`src/rtl/cmp_div_cell.sv`:
```
// ---------------------------------------------------------------------------
// cmp_div_cell: one restoring division step
// shifts one dividend bit into the remainder and one quotient bit into acc
// ---------------------------------------------------------------------------
module cmp_div_cell #(
    parameter int DW = 16,
    parameter int AW = 32,
    parameter int PW = 2
) (
    input  logic          i_clk,
    input  logic          i_rst_n,
    input  logic          i_valid,
    output logic          o_ready,
    input  logic [DW-1:0] i_div,
    input  logic [DW-1:0] i_rem,
    input  logic [AW-1:0] i_acc,
    input  logic [PW-1:0] i_pay,
    output logic          o_valid,
    input  logic          i_ready,
    output logic [DW-1:0] o_rem,
    output logic [AW-1:0] o_acc,
    output logic [PW-1:0] o_pay
);

    logic          r_valid;
    logic [DW-1:0] r_rem;
    logic [AW-1:0] r_acc;
    logic [PW-1:0] r_pay;
    logic [DW:0]   shifted;
    logic [DW:0]   diff;
    logic          ge;
    logic [DW-1:0] n_rem;
    logic [AW-1:0] n_acc;

    // trial subtract of the divisor
    always_comb begin
        shifted = {i_rem, i_acc[AW-1]};
        diff    = shifted - {1'b0, i_div};
        ge      = (shifted >= {1'b0, i_div});
        n_rem   = ge ? diff[DW-1:0] : shifted[DW-1:0];
        n_acc   = {i_acc[AW-2:0], ge};
    end

    assign o_ready = !r_valid || i_ready;

    always_ff @(posedge i_clk) begin
        if (!i_rst_n) begin
            r_valid <= 1'b0;
        end else if (o_ready) begin
            r_valid <= i_valid;
        end
        if (o_ready && i_valid) begin
            r_rem <= n_rem;
            r_acc <= n_acc;
            r_pay <= i_pay;
        end
    end

    assign o_valid = r_valid;
    assign o_rem   = r_rem;
    assign o_acc   = r_acc;
    assign o_pay   = r_pay;

endmodule

```
`config.mk`:
```
export PLATFORM = sky130hd
export DESIGN_NAME = cmp_div_cell
export DESIGN_NICKNAME = d
export VERILOG_FILES = /design/src/rtl/cmp_div_cell.sv
export SDC_FILE = /design/constraint.sdc
export NUM_CORES = 1
export LEC_CHECK = 0
export ABC_AREA = 1
export BUFFER_PORTS_ARGS = -buffer_cell sky130_fd_sc_hd__buf_4
export CORE_ASPECT_RATIO = 1.25
export CORE_MARGIN = 2
export CORE_UTILIZATION = 30
export DETAILED_ROUTE_END_ITERATION = 8
export PLACE_DENSITY = 0.55
export SLEW_MARGIN = 15
export SYNTH_ARGS = -nofsm -noshare
export SYNTH_HDL_FRONTEND = slang
export SYNTH_SLANG_ARGS = --single-unit
```
`constraint.sdc`:
```
create_clock -name i_clk -period 4.6 [get_ports i_clk]
set_clock_uncertainty 0.2 [all_clocks]
set_input_delay 0.46 -clock i_clk [delete_from_list [all_inputs] [get_ports i_clk]]
set_output_delay 0.46 -clock i_clk [all_outputs]
set_load 0.01 [all_outputs]
```
==> results by group <==
Power and ir drop
  • Internal: 0.000915 W
  • Power per cell area: 301 nW/µm²
  • Peak VDD IR: 0.140 mV
  • Register share of total power: 45.6%
  • Gate power share: 24.4%
  • LEAKAGE: 2.13 nW
  • Sw Pwr: 0.000330 W
  • Switching share of power: 26.5%
  • Clock power frac: 30.0%

Global route
  • Gr ovfl total: 0
  • Largest net degree at the start of global routing: 31
  • Initial antenna violation count: 0
  • Vias in the first global route: 2402
  • All-layer global routing usage: 13.4%
  • First-pass GRT wire length: 10900 µm

Placement
  • I/O Buffers: 121
  • Post-DP HPWL: 5680 µm
  • Pre-CTS setup slack: 1.84 ns
  • Gpl congestion: 0.823
  • Placed Area: 3980 µm²

Drt
  • 1st-pass router iterations: 4
  • Initial DRC count: 62
  • Final antenna-violating net count: 0
  • Residual DRC: 0
  • Via density: 4.24
  • Vias: 2474
  • Routed wire per std cell: 11.9 µm
  • DRT Wirelength: 6930 µm

Worst setup path
  • Cell mode on critical path: nand2_1
  • Max incr delay on CP: 0.42 ns
  • WS Path Type: input pin to register
  • CP max stage cell: nor2_4
  • CP endpoint kind: register
  • Reg2reg setup slack: 2.62 ns
  • Worst Path Max Fanout: 17
  • CP arrival: 2.24 ns
  • CP Launch Type: input pin
  • Critical-path cell list: buf_4, inv_1, ha_1, nand2_2, nor2_2, and2_4, nand2_1, nand2_2, nor2_4, nand2_4, nand2_1, nand2_1
  • CP required: 4.45 ns

Timing
  • Period minus WS final: 2.40 ns
  • Fin. Hold Viols: 0
  • Worst slew pin tran: 0.742 ns
  • PnR worst setup slack: 2.20 ns
  • Achievable frequency: 417 MHz
  • Final worst-path cycle share: 52.2%
  • Setup TNS: 0 ns
  • Unrepaired setup endpoints after global routing: no
  • Rel. slew slack: 50.5%
  • Slew Limit Fails: 0
  • Final setup vio count: 0

Clocking
  • Hold buffers post-CTS: 0
  • Clock Root Buffer: clkbuf_16
  • Post CTS Setup Buffer Count: 0
  • Clk slew on worst S/H paths: 0.07 ns
  • Post-CTS Resized: 0
  • TritonCTS Sinks: 51
  • # H-tree levels: 2
  • Clock tree buffer depth: 2
  • CTS tree: built
  • Clk_lat worst skew: 0.29 ns
  • Clock buffer count from CTS: 5

Yosys
  • Synth Area per Inst: 8.84 µm²
  • Post-Syn Nets: 418
  • Post-synth EDFFs: 50
  • Asr flop ratio synth: 0%
  • YS warnings: 0
  • Part of the Yosys area used for sequential elements: 52.0%
  • Netlist cell types: 27
  • Gate Count Post-Synth: 331
  • Synthesized area: 2930 µm²
  • Post-synth top flop: edfxtp_1
  • Seq cells post-synth: 51

Hold path
  • Min-delay worst type: input pin to register

Layout
  • Final Net Count: 543
  • Area delta synth->final: 41.2%
  • Fin area: 4130 µm²
  • Fillers: 966
  • Share of layout cells above drive strength 1: 32.4%
  • # diodes: 0

Outcome
  • Outcome: finished, final reports clean

Run
  • Maxcap violations: 0

Floorplan
  • DIE HEIGHT: 114 µm
  • Die width: 92.3 µm
  • Row count: 40
  • Core area: 9560 µm²
  • Starting Density: 30.6%
  • Die ar.: 10600 µm²
  • I/O pins: 122
registers in the layout, indices dropped and copies added, names as in the netlist:
| signal | cells |
|---|---|
| o_acc | 32 |
| o_rem | 16 |
| o_valid | 1 |
| o_pay | 2 |
worst paths after layout:
kind	startpoint	endpoint	cells past startpoint
hold reg to reg	o_valid	o_valid	2
setup reg to reg	o_valid	o_acc[20]	2
setup / recovery	i_div[11]	o_rem[13]	12
hold / removal	i_acc[18]	o_acc[19]	1
cell families (layout without fill, tap and decap cells):
| logic type | count (synthesis) | count (layout) | synth area share (%) |
|---|---|---|---|
| AND/OR/NAND/NOR | 176 | 176 | 26.8 |
| buffers and inverters | 68 | 194 | 9.37 |
| flip-flops | 51 | 51 | 52.0 |
| adder cells (fa/ha/maj) | 17 | 17 | 7.53 |
| AO/OA/AOI/OAI | 12 | 12 | 2.22 |
| XOR/XNOR | 7 | 7 | 2.10 |
area by class of cell:
cell class | instances | area (µm²) | area share, %
Sequential cell | 51 | 1520 | 36.8
Multi-Input combinational cell | 212 | 1140 | 27.6
Timing Repair Buffer | 122 | 916 | 22.2
Inverter | 64 | 240 | 5.81
Tap cell | 126 | 158 | 3.82
Clock buffer | 6 | 139 | 3.36
Clock inverter | 2 | 16.3 | 0.394
through the flow:
step	utilization, %	total power, W	instances	hold WS, ns
detailed placement	41.6	0.000888	575	0.347
global route	43.2	0.00133	583	0.124
CTS	43.2	0.00127	583	0.134
global placement	41.6	0.000884	575	0.348
finish	43.2	0.00124	583	0.145
floorplan	-	0.000753	331	0.359
routing by layer:
layer / vias to the layer above / global-route usage (%) / part of all wire [%]
li1: 1302 / - / -
met1: 1098 / 13.7 / 39
met2: 67 / 26.1 / 54
met3: 7 / 3.09 / 5.5
met4: 0 / 4.88 / 1.5
met5: - / 0 / 0
layout by cell type (no fill, tap or decap), drive strengths merged:
cell type	synthesis	routed
clkinvlp	0	1
nor2	14	14
nor3b	1	1
a21boi	1	1
dfxtp	1	1
ha	16	16
xor2	5	5
edfxtp	50	50
nand2	124	124
nand3	29	29
nand4	3	3
and2	2	2
o21a	1	1
a21oi	10	10
nor3	3	3
buf	4	122
inv	64	64
xnor2	2	2
clkinv	0	1
fa	1	1
clkbuf	0	6
power groups by stage:
stage	Clock [W]	Sequential, W	Combinational [W]
finish	0.000373	0.000568	0.000304
global route	0.000412	0.000571	0.000345
CTS	0.000389	0.000568	0.000310
detailed placement	0	0.000578	0.000310
global placement	0	0.000578	0.000306
floorplan	0	0.000599	0.000154
cells in the mapped netlist, types with 2 or more instances:
| cell type | n | area [µm²] |
|---|---|---|
| nand4_1 | 3 | 18.8 |
| xor2_1 | 5 | 43.8 |
| nor3_1 | 2 | 10.0 |
| ha_1 | 16 | 200 |
| buf_4 | 3 | 22.5 |
| nor2_1 | 12 | 45.0 |
| nand2_4 | 2 | 22.5 |
| xnor2_1 | 2 | 17.5 |
| inv_2 | 2 | 7.51 |
| nand2_1 | 115 | 432 |
| edfxtp_1 | 50 | 1500 |
| nand2_2 | 7 | 43.8 |
| nand3_1 | 28 | 140 |
| inv_1 | 62 | 233 |
| a21oi_1 | 10 | 50.1 |
critical path: cells and delay by family:
kind	cells	cell delay, ns
fa+ha+maj	1	0.37
simple gates	9	1.31
buf+inv	2	0.11
Note: power is estimated with default switching activity, not from simulation.
