### src/rtl/cmp_pkg.sv
// ---------------------------------------------------------------------------
// cmp_pkg: shared constants for the cycloidal motion profile unit
// CORDIC angle table in turns, fixed-point constants and register indexes
// ---------------------------------------------------------------------------
package cmp_pkg;

    // register indexes on the configuration port
    localparam int CFG_IDX_W = 2;
    localparam logic [CFG_IDX_W-1:0] CFG_MODE   = 2'd0;
    localparam logic [CFG_IDX_W-1:0] CFG_PERIOD = 2'd1;
    localparam logic [CFG_IDX_W-1:0] CFG_DIST   = 2'd2;

    // profile modes
    localparam logic MODE_SIN = 1'b0;
    localparam logic MODE_LIN = 1'b1;

    // cordic datapath widths
    localparam int XY_W = 32;
    localparam int Z_W  = 33;
    localparam int ATAN_N = 24;

    // fixed-point constants
    localparam logic [30:0] Q30_ONE        = 31'h4000_0000;
    localparam logic [31:0] CORDIC_GAIN    = 32'd652032874;
    localparam logic [29:0] INV_TWO_PI_Q32 = 30'd683565276;

    // output item layout
    localparam int POS_W  = 32;
    localparam int VEL_W  = 42;
    localparam int OUT_W  = 80;

    // arctangent of 2^-i as a fraction of a full turn, 2^32 per turn
    localparam logic [31:0] ATAN_TURNS [ATAN_N] = '{
        32'd536870912, 32'd316933406, 32'd167458907, 32'd85004756,
        32'd42667331,  32'd21354465,  32'd10679838,  32'd5340245,
        32'd2670163,   32'd1335087,   32'd667544,    32'd333772,
        32'd166886,    32'd83443,     32'd41722,     32'd20861,
        32'd10430,     32'd5215,      32'd2608,      32'd1304,
        32'd652,       32'd326,       32'd163,       32'd81
    };

endpackage

### src/rtl/cmp_cordic_cell.sv
// ---------------------------------------------------------------------------
// cmp_cordic_cell: one CORDIC micro-rotation in rotation mode
// angle in turns, shift and table entry fixed by the cell's place
// ---------------------------------------------------------------------------
module cmp_cordic_cell #(
    parameter int STEP = 0,
    parameter int PW   = 33
) (
    input  logic                            i_clk,
    input  logic                            i_rst_n,
    input  logic                            i_valid,
    output logic                            o_ready,
    input  logic signed [cmp_pkg::XY_W-1:0] i_x,
    input  logic signed [cmp_pkg::XY_W-1:0] i_y,
    input  logic signed [cmp_pkg::Z_W-1:0]  i_z,
    input  logic [PW-1:0]                   i_pay,
    output logic                            o_valid,
    input  logic                            i_ready,
    output logic signed [cmp_pkg::XY_W-1:0] o_x,
    output logic signed [cmp_pkg::XY_W-1:0] o_y,
    output logic signed [cmp_pkg::Z_W-1:0]  o_z,
    output logic [PW-1:0]                   o_pay
);
    import cmp_pkg::*;

    logic                   r_valid;
    logic signed [XY_W-1:0] r_x;
    logic signed [XY_W-1:0] r_y;
    logic signed [Z_W-1:0]  r_z;
    logic [PW-1:0]          r_pay;
    logic signed [XY_W-1:0] dx;
    logic signed [XY_W-1:0] dy;
    logic signed [Z_W-1:0]  ang;
    logic signed [XY_W-1:0] n_x;
    logic signed [XY_W-1:0] n_y;
    logic signed [Z_W-1:0]  n_z;

    // rotate towards zero residual angle
    always_comb begin
        dx  = i_y >>> STEP;
        dy  = i_x >>> STEP;
        ang = $signed({1'b0, ATAN_TURNS[STEP]});
        if (!i_z[Z_W-1]) begin
            n_x = i_x - dx;
            n_y = i_y + dy;
            n_z = i_z - ang;
        end else begin
            n_x = i_x + dx;
            n_y = i_y - dy;
            n_z = i_z + ang;
        end
    end

    assign o_ready = !r_valid || i_ready;

    always_ff @(posedge i_clk) begin
        if (!i_rst_n) begin
            r_valid <= 1'b0;
        end else if (o_ready) begin
            r_valid <= i_valid;
        end
        if (o_ready && i_valid) begin
            r_x   <= n_x;
            r_y   <= n_y;
            r_z   <= n_z;
            r_pay <= i_pay;
        end
    end

    assign o_valid = r_valid;
    assign o_x     = r_x;
    assign o_y     = r_y;
    assign o_z     = r_z;
    assign o_pay   = r_pay;

endmodule

### config.mk
export PLATFORM = sky130hd
export DESIGN_NAME = cmp_cordic_cell
export DESIGN_NICKNAME = d
export VERILOG_FILES = /design/src/rtl/cmp_pkg.sv /design/src/rtl/cmp_cordic_cell.sv
export SDC_FILE = /design/constraint.sdc
export NUM_CORES = 1
export LEC_CHECK = 0
export BUFFER_PORTS_ARGS = -buffer_cell sky130_fd_sc_hd__buf_2
export CELL_PAD_IN_SITES_DETAIL_PLACEMENT = 0
export CELL_PAD_IN_SITES_GLOBAL_PLACEMENT = 1
export CORE_MARGIN = 5
export CORE_UTILIZATION = 37
export CTS_CLUSTER_DIAMETER = 100
export DETAILED_ROUTE_END_ITERATION = 8
export HOLD_SLACK_MARGIN = 0.06
export PLACE_DENSITY_LB_ADDON = 0.12
export SLEW_MARGIN = 10
export SYNTH_ARGS = -nofsm -noshare
export SYNTH_HDL_FRONTEND = slang
export SYNTH_SLANG_ARGS = --single-unit
### constraint.sdc
create_clock -name i_clk -period 4.14 [get_ports i_clk]
set_input_delay 0.414 -clock i_clk [delete_from_list [all_inputs] [get_ports i_clk]]
set_output_delay 0.414 -clock i_clk [all_outputs]
set_load 0.02 [all_outputs]
==> metrics.md, run 1 <==
| Metric | Value |
|---|---|
| Status | `completed` |
| Max-slew headroom | `about 43%` |
| H-tree depth | `4` |
| Netlist cell types | `79` |
| CP Data Arrival Time | `around 3.5 ns` |
| Worst Reg-to-Reg Cells | `3` |
| ANT nets after route | `0` |
| Post-synth EDFFs | `129` |
| Area of the multi-input gates | `5104 sq um` |
| Layout cells sized above 1 | `about 27%` |
| Final setup TNS | `0 ns` |
| Dpl hpwl | `between 20,000 and 30,000 microns` |
| Leak | `5.237 nW` |
| Area growth from synthesis to layout | `23.21%` |
| Drt total wl | `between 30,000 and 40,000 microns` |
| Layout fillers | `around 2,500` |
| Crit path cell chain | `buf_2 -> inv_1 -> ha_1 -> nand4_1 -> a2111oi_2 -> nor3_2 -> o31ai_4 -> a31o_1 -> a21oi_1 -> o311ai_1 -> o21ai_1 -> xnor2_1` |
| WHS | `0.1679 ns` |
| VDD IR-drop max | `around 0.22 mV` |
| Met2 Resource Use GR | `roughly 34%` |
| Num ports | `approximately 270` |
| Port bufs | `265` |
| Vias in the first global route | `between 8,000 and 9,000` |
| Die W | `approximately 170 microns` |
| Max-slew violations | `0` |
| Vias per inst | `between 5 and 6` |
| Worst Setup End Kind | `register` |
| Skew-Pair Late Insertion Delay | `~0.42 ns` |
| Die Footprint | `between 20,000 and 30,000 sq um` |
| Prevailing post-synth register cell | `edfxtp_1` |
| FF+latch count, synth | `between 100 and 150` |
| Initial antenna violation count | `0` |
| Gr ovfl total | `0` |
| Average wire per standard cell | `approximately 20 microns` |
| Worst Setup Start Kind | `primary input` |
| Busiest layer in global routing | `met2` |
| Reg power frac | `36.5%` |
| Pwr per Cell Area | `~390 nW/um^2` |
| Layout Skew | `approximately 0.0097 ns` |
| CTS tree | `yes` |
| Critical path class | `in -> reg` |
| HP Class | `in -> reg` |
| Synthesized area per cell | `roughly 9.7 sq um` |
| Met1 Resource Use GR | `29.87%` |
| Gate power share | `28.9%` |
| M3 GR Usage | `slightly above 4%` |
| DRC violations left | `0` |
| RSZ-0062 raised after global routing | `false` |
| Starting Density | `a little under two fifths` |
| CTS Root Cell | `clkbuf_16` |
| Core area | `around 25,000 sq um` |
| First-pass GRT wire length | `48,260 microns` |
| Rows | `just under 60` |
| CTS Buffer Depth | `2` |
| Die height | `170.8 microns` |
| WP buf/inv | `2` |
| Largest net degree at the start of global routing | `between 60 and 70` |
| Clk pwr share | `between 30% and 40%` |
| Cells on Worst Hold Path | `1` |
| Register area share after synthesis | `roughly two fifths` |
| Syn_nets | `approximately 1,200` |
| Vias | `approximately 8,300` |
| Ratio of final minimum period to clock period | `81.96%` |
| Hold buffer count at CTS | `0` |
| Worst EP required | `4.29 ns` |
| FFs w/ async S/R, synth | `0%` |
| Slowest library cell on the worst path | `ha_1` |
| Dominant delay contributor by cell family on the critical path | `compound AO/OA/AOI/OAI gates` |
| Mapped cell area | `9568 sq um` |
| CTS clk-pin slew, worst paths | `around 0.070 ns` |
| Setup bufs post-CTS | `0` |
| Ys Warns | `0` |
| P_int | `roughly 3 mW` |
| DR pass1 iterations | `5` |
| Nets | `between 1,000 and 1,500` |
| FMAX | `0.2947 GHz` |
| DRT iter0 DRCs | `~740` |
| Min Tclk post-route | `about 3.4 ns` |
| Resized Gates After CTS | `0` |
| RD Place Congestion | `about 0.90` |
| WP depth | `12` |
| Clk sinks | `130` |
| Worst-Margin Slew | `~0.86 ns` |
| Syn Inst Count | `slightly below 1,000` |
| Psw | `1.553 mW` |
| FF+latch area | `about 3900 sq um` |
| Max stage delay on crit path | `approximately 0.56 ns` |
| Worst Path Max Fanout | `14` |
| Total CTS buffers | `17` |
| Antenna Cells | `0` |
| Sw Share | `34.14%` |
| Final Hold Vio Count | `0` |
| Max-cap violation count | `0` |
| All-Layer GR Usage | `between 20% and 30%` |
| Setup violators final | `0` |
==> Yosys cell counts, types with 10 or more instances <==
cell type | instances | area, sq um
nand2b_1 | 10 | 62.56
nor3_1 | 17 | 85.08
o21bai_1 | 10 | 75.07
a21o_1 | 19 | 142.6
nor2b_1 | 10 | 62.56
edfxtp_1 | 129 | 3874
nand2_1 | 56 | 210.2
inv_1 | 91 | 341.6
a21oi_1 | 111 | 555.5
clkbuf_1 | 20 | 75.07
ha_1 | 104 | 1301
xnor2_1 | 51 | 446.7
xor2_1 | 11 | 96.34
o21ai_0 | 67 | 335.3
buf_2 | 14 | 70.07
nor2_1 | 74 | 277.8
nand3_1 | 10 | 50.05
a211oi_1 | 12 | 90.09
==> layout make-up <==
type | count | share of cell area (%)
inverter | 96 | 3.057
sequential | 130 | 33.03
timing repair buffer | 276 | 12.06
multi-input combinational | 713 | 43.29
clock inverter | 14 | 1.422
tap | 330 | 3.502
clock buffer | 18 | 3.640
==> final timing paths <==
check | startpoint | endpoint | slack, ns
setup reg to reg | o_valid$_SDFFE_PN0N_ | o_x[18]$_DFFE_PP_ | 2.20
setup / recovery | i_x[6] | o_y[26]$_DFFE_PP_ | 0.75
hold / removal | i_z[1] | o_z[1]$_DFFE_PP_ | 0.17
hold reg to reg | o_valid$_SDFFE_PN0N_ | o_valid$_SDFFE_PN0N_ | 0.55
==> metal layers <==
metal	routed length (microns)	vias to the layer above
met2	14580	337
met3	2398	28
li1	-	4025
met5	0	-
met1	14520	3892
met4	380	0
==> sequential cells by signal, indices dropped and copies added (netlist names) <==
signal	cells
o_z	33
o_y	32
o_pay	33
o_valid	1
o_x	31
==> cells by family after synthesis <==
group,after synthesis,synth area share [%]
buffers and inverters,143,5.989
and+or+nand+nor,221,11.19
DFF,130,40.70
muxes,10,1.059
AOI/OAI and AO/OA,313,21.16
adders and majority gates,107,14.23
xor gates and xnor gates,62,5.675
==> layout by cell type (no fill, tap or decap), drive strengths merged, types with 4 or more instances in the layout <==
cell type,instances
a211oi,16
o31ai,8
nor2,74
o21ai,74
clkinvlp,4
ha,104
xor2,11
nor4,5
nand4,8
inv,102
edfxtp,129
a21boi,6
nand2,57
and2,5
xnor2,51
mux2i,9
o211ai,6
a221oi,4
nor3,20
clkbuf,18
or2,5
a31oi,9
a21o,19
o21bai,10
and3,4
buf,276
nand3,10
nand2b,10
o21a,9
nor2b,11
a31o,5
a21oi,114
==> per-stage QoR <==
stage | power (mW) | utilization, % | area [sq um] | worst slack, ns | instances
3_3_place_gp | 3.004 | 44.19 | 11190 | 0.4190 | 1545
6_report | 4.550 | 46.55 | 11790 | 0.7469 | 1577
2_1_floorplan | 2.548 | - | 9569 | 1.391 | 986
5_1_grt | 4.774 | 46.55 | 11790 | 0.5941 | 1577
4_1_cts | 4.599 | 46.55 | 11790 | 0.8649 | 1577
3_5_place_dp | 3.003 | 44.19 | 11190 | 0.4345 | 1545
==> power groups by stage <==
stage	Sequential (mW)	Combinational, mW	Clock (mW)
global placement	1.69	1.32	0
CTS	1.66	1.32	1.61
global route	1.67	1.44	1.66
detailed placement	1.69	1.31	0
floorplan	1.86	0.688	0
finish	1.66	1.32	1.57
No activity file was read; power rests on OpenSTA's default activity.
==> run 2, diff against run 1 <==
--- a/config.mk
+++ b/config.mk
@@ -9,7 +9,7 @@
 export CELL_PAD_IN_SITES_DETAIL_PLACEMENT = 0
 export CELL_PAD_IN_SITES_GLOBAL_PLACEMENT = 1
 export CORE_MARGIN = 5
-export CORE_UTILIZATION = 37
+export CORE_UTILIZATION = 40
 export CTS_CLUSTER_DIAMETER = 100
 export DETAILED_ROUTE_END_ITERATION = 8
 export HOLD_SLACK_MARGIN = 0.06
==> constraint.sdc (replaced) <==
create_clock -name i_clk -period 3.14 [get_ports i_clk]
set_input_delay 0.314 -clock i_clk [delete_from_list [all_inputs] [get_ports i_clk]]
set_output_delay 0.314 -clock i_clk [all_outputs]
set_load 0.02 [all_outputs]
==> metrics.md, run 2 (synthesis results as in run 1) <==
| Metric | Value |
|---|---|
| Status | `completed` |
| Rows | `56 (-3.4%)` |
| CTS Buffer Depth | `2 (unchanged)` |
| Max-slew violations | `0 (unchanged)` |
| Antenna Cells | `0 (unchanged)` |
| Min Tclk post-route | `approximately 2.8 ns` |
| CTS clk-pin slew, worst paths | `0.07 ns (about the same)` |
| Largest net degree at the start of global routing | `79 (+23%)` |
| Starting Density | `40.64% (+2.9 points)` |
| Dpl ws | `-0.09877 ns (-0.5333 ns)` |
| Reg2Reg Setup Slack | `1.34 ns (-0.86 ns)` |
| H-tree depth | `4 (unchanged)` |
| Num ports | `266 (unchanged)` |
| FMAX | `between 0.3 and 0.4 GHz` |
| Layout cells sized above 1 | `32.96% (+5.8 points)` |
| DR pass1 iterations | `6 (+1)` |
| Gr ovfl total | `0 (unchanged)` |
| Total CTS buffers | `17 (unchanged)` |
| Pwr per Cell Area | `471.8 nW/um^2 (+22%)` |
| Die height | `164.7 microns (-3.6%)` |
| HP Class | `in -> reg` |
| Setup WS post-layout | `0.3132 ns (-0.4337 ns)` |
| Worst Setup End Kind | `register` |
| Final setup TNS | `0 ns (unchanged)` |
| VDD IR-drop max | `0.3254 mV (+46%)` |
| CTS tree | `yes` |
| Port bufs | `265 (unchanged)` |
| Die W | `164.7 microns (-3.6%)` |
| Final Hold Vio Count | `0 (unchanged)` |
| Drt total wl | `33,230 microns (+4.2%)` |
| Die Footprint | `27,110 sq um (-7.1%)` |
| Layout fillers | `2,185 (-12%)` |
| R2r startpoint | `o_valid$_SDFFE_PN0N_` |
| Clk sinks | `130 (unchanged)` |
| Slowest library cell on the worst path | `ha_1` |
| Critical path class | `in -> reg` |
| All-Layer GR Usage | `23.92% (+2.7 points)` |
| Vias | `8,845 (+6.8%)` |
| Worst EP required | `3.30 ns (-0.99 ns)` |
| Skew-Pair Late Insertion Delay | `0.43 ns (about the same)` |
| Core area | `23,540 sq um (-7.0%)` |
| Tot Pwr | `6.195 mW (+36%)` |
| Most frequent cells in the layout | `buf_2, buf_4, edfxtp_1` |
| ANT nets after route | `0 (unchanged)` |
| CP Data Arrival Time | `2.99 ns (-0.55 ns)` |
| Worst Setup Start Kind | `primary input` |
| Area of the multi-input gates | `5104 sq um (unchanged)` |
| Resized Gates After CTS | `0 (unchanged)` |
| First-pass GRT wire length | `49,970 microns (+3.5%)` |
| FF+latch area | `3894 sq um (unchanged)` |
| Setup violators final | `0 (unchanged)` |
| Area growth from synthesis to layout | `37.24%` |
| Nets | `1,645 (+12%)` |
| WHS | `0.06792 ns (-0.09993 ns)` |
| Commonest non-fill, non-tap cell in the layout | `buf_2` |
| Max-cap violation count | `0 (unchanged)` |
| CTS Root Cell | `clkbuf_16` |
| Dpl hpwl | `26,180 microns (+3.2%)` |
| DRC violations left | `0 (unchanged)` |
| Setup bufs post-CTS | `0 (unchanged)` |
| Initial antenna violation count | `0 (unchanged)` |
| Max stage delay on crit path | `0.47 ns (-0.09 ns)` |
| RSZ-0062 raised after global routing | `false` |
| Leak | `6.016 nW (+15%)` |
| Worst-Margin Slew | `0.8640 ns (+0.005336 ns)` |
| Max-slew headroom | `42.40% (-0.36 points)` |
| CP Launch Point | `i_x[9]` |
| Hold buffer count at CTS | `33 (+33)` |
| Average wire per standard cell | `19.14 microns (-5.3%)` |
| Layout Skew | `0.01135 ns (+0.001658 ns)` |
| RD Place Congestion | `0.9464 (+5.1%)` |
| Vias in the first global route | `8,962 (+9.0%)` |
| DRT iter0 DRCs | `719 (-2.7%)` |
| Fin util | `55.78% (+9.2 points)` |
| Worst Path Max Fanout | `8 (-6)` |
| Crit path cell chain | `buf_2 -> inv_1 -> ha_1 -> nand4_1 -> a2111oi_2 -> nor3_2 -> o31ai_4 -> a31o_1 -> a21oi_1 -> o311ai_1 -> o21ai_1 -> xnor2_1` |
| Ratio of final minimum period to clock period | `about nine tenths` |
| Vias per inst | `5.095 (-3.0%)` |
| Hold_sp | `i_pay[13]` |
-- run 2: area by class of cell --
cell class / count / area share, %
clock inverters: 14 / 1.086
well taps: 319 / 3.040
repair buffers: 446 / 21.34
clock buffers: 18 / 3.268
flip-flops and latches: 130 / 29.65
inverters: 96 / 2.744
multi-input cells: 713 / 38.87
-- run 2: worst paths after layout --
check	to	cells past startpoint
worst min-delay path	o_pay[13]$_DFFE_PP_	1
worst max register to register	o_x[27]$_DFFE_PP_	3
worst min register to register	o_valid$_SDFFE_PN0N_	2
worst max-delay path	o_y[26]$_DFFE_PP_	12
-- run 2: layer usage --
layer,global-route usage [%],up-vias,part of all wire (%)
met4,5.936,0,1.7
met2,40.57,332,47
met1,31.67,4100,45
met3,4.417,31,6.9
li1,-,4382,-
met5,0,-,0
-- run 2: critical path: cells and delay by family --
kind / cells / cell delay [ns]
compound gates: 6 / 1.52
fa+ha+maj: 1 / 0.47
simple gates: 2 / 0.37
xor+xnor: 1 / 0.18
buf+inv: 2 / 0.14
-- run 2: power breakdown --
part / switching, mW / internal [mW] / total [mW] / leakage [nW]
registers: 0.0448 / 2.15 / 2.19 / 1.26
logic: 1.18 / 0.808 / 1.99 / 4.49
clock network: 0.900 / 1.12 / 2.02 / 0.265
total: 2.12 / 4.07 / 6.20 / 6.02
-- run 2: metrics by stage --
step | cell area (sq um) | cells
4_1_cts | 13040 | 1727
3_5_place_dp | 12140 | 1662
2_1_floorplan | 9569 | 986
5_1_grt | 13130 | 1736
6_report | 13130 | 1736
3_3_place_gp | 12140 | 1662
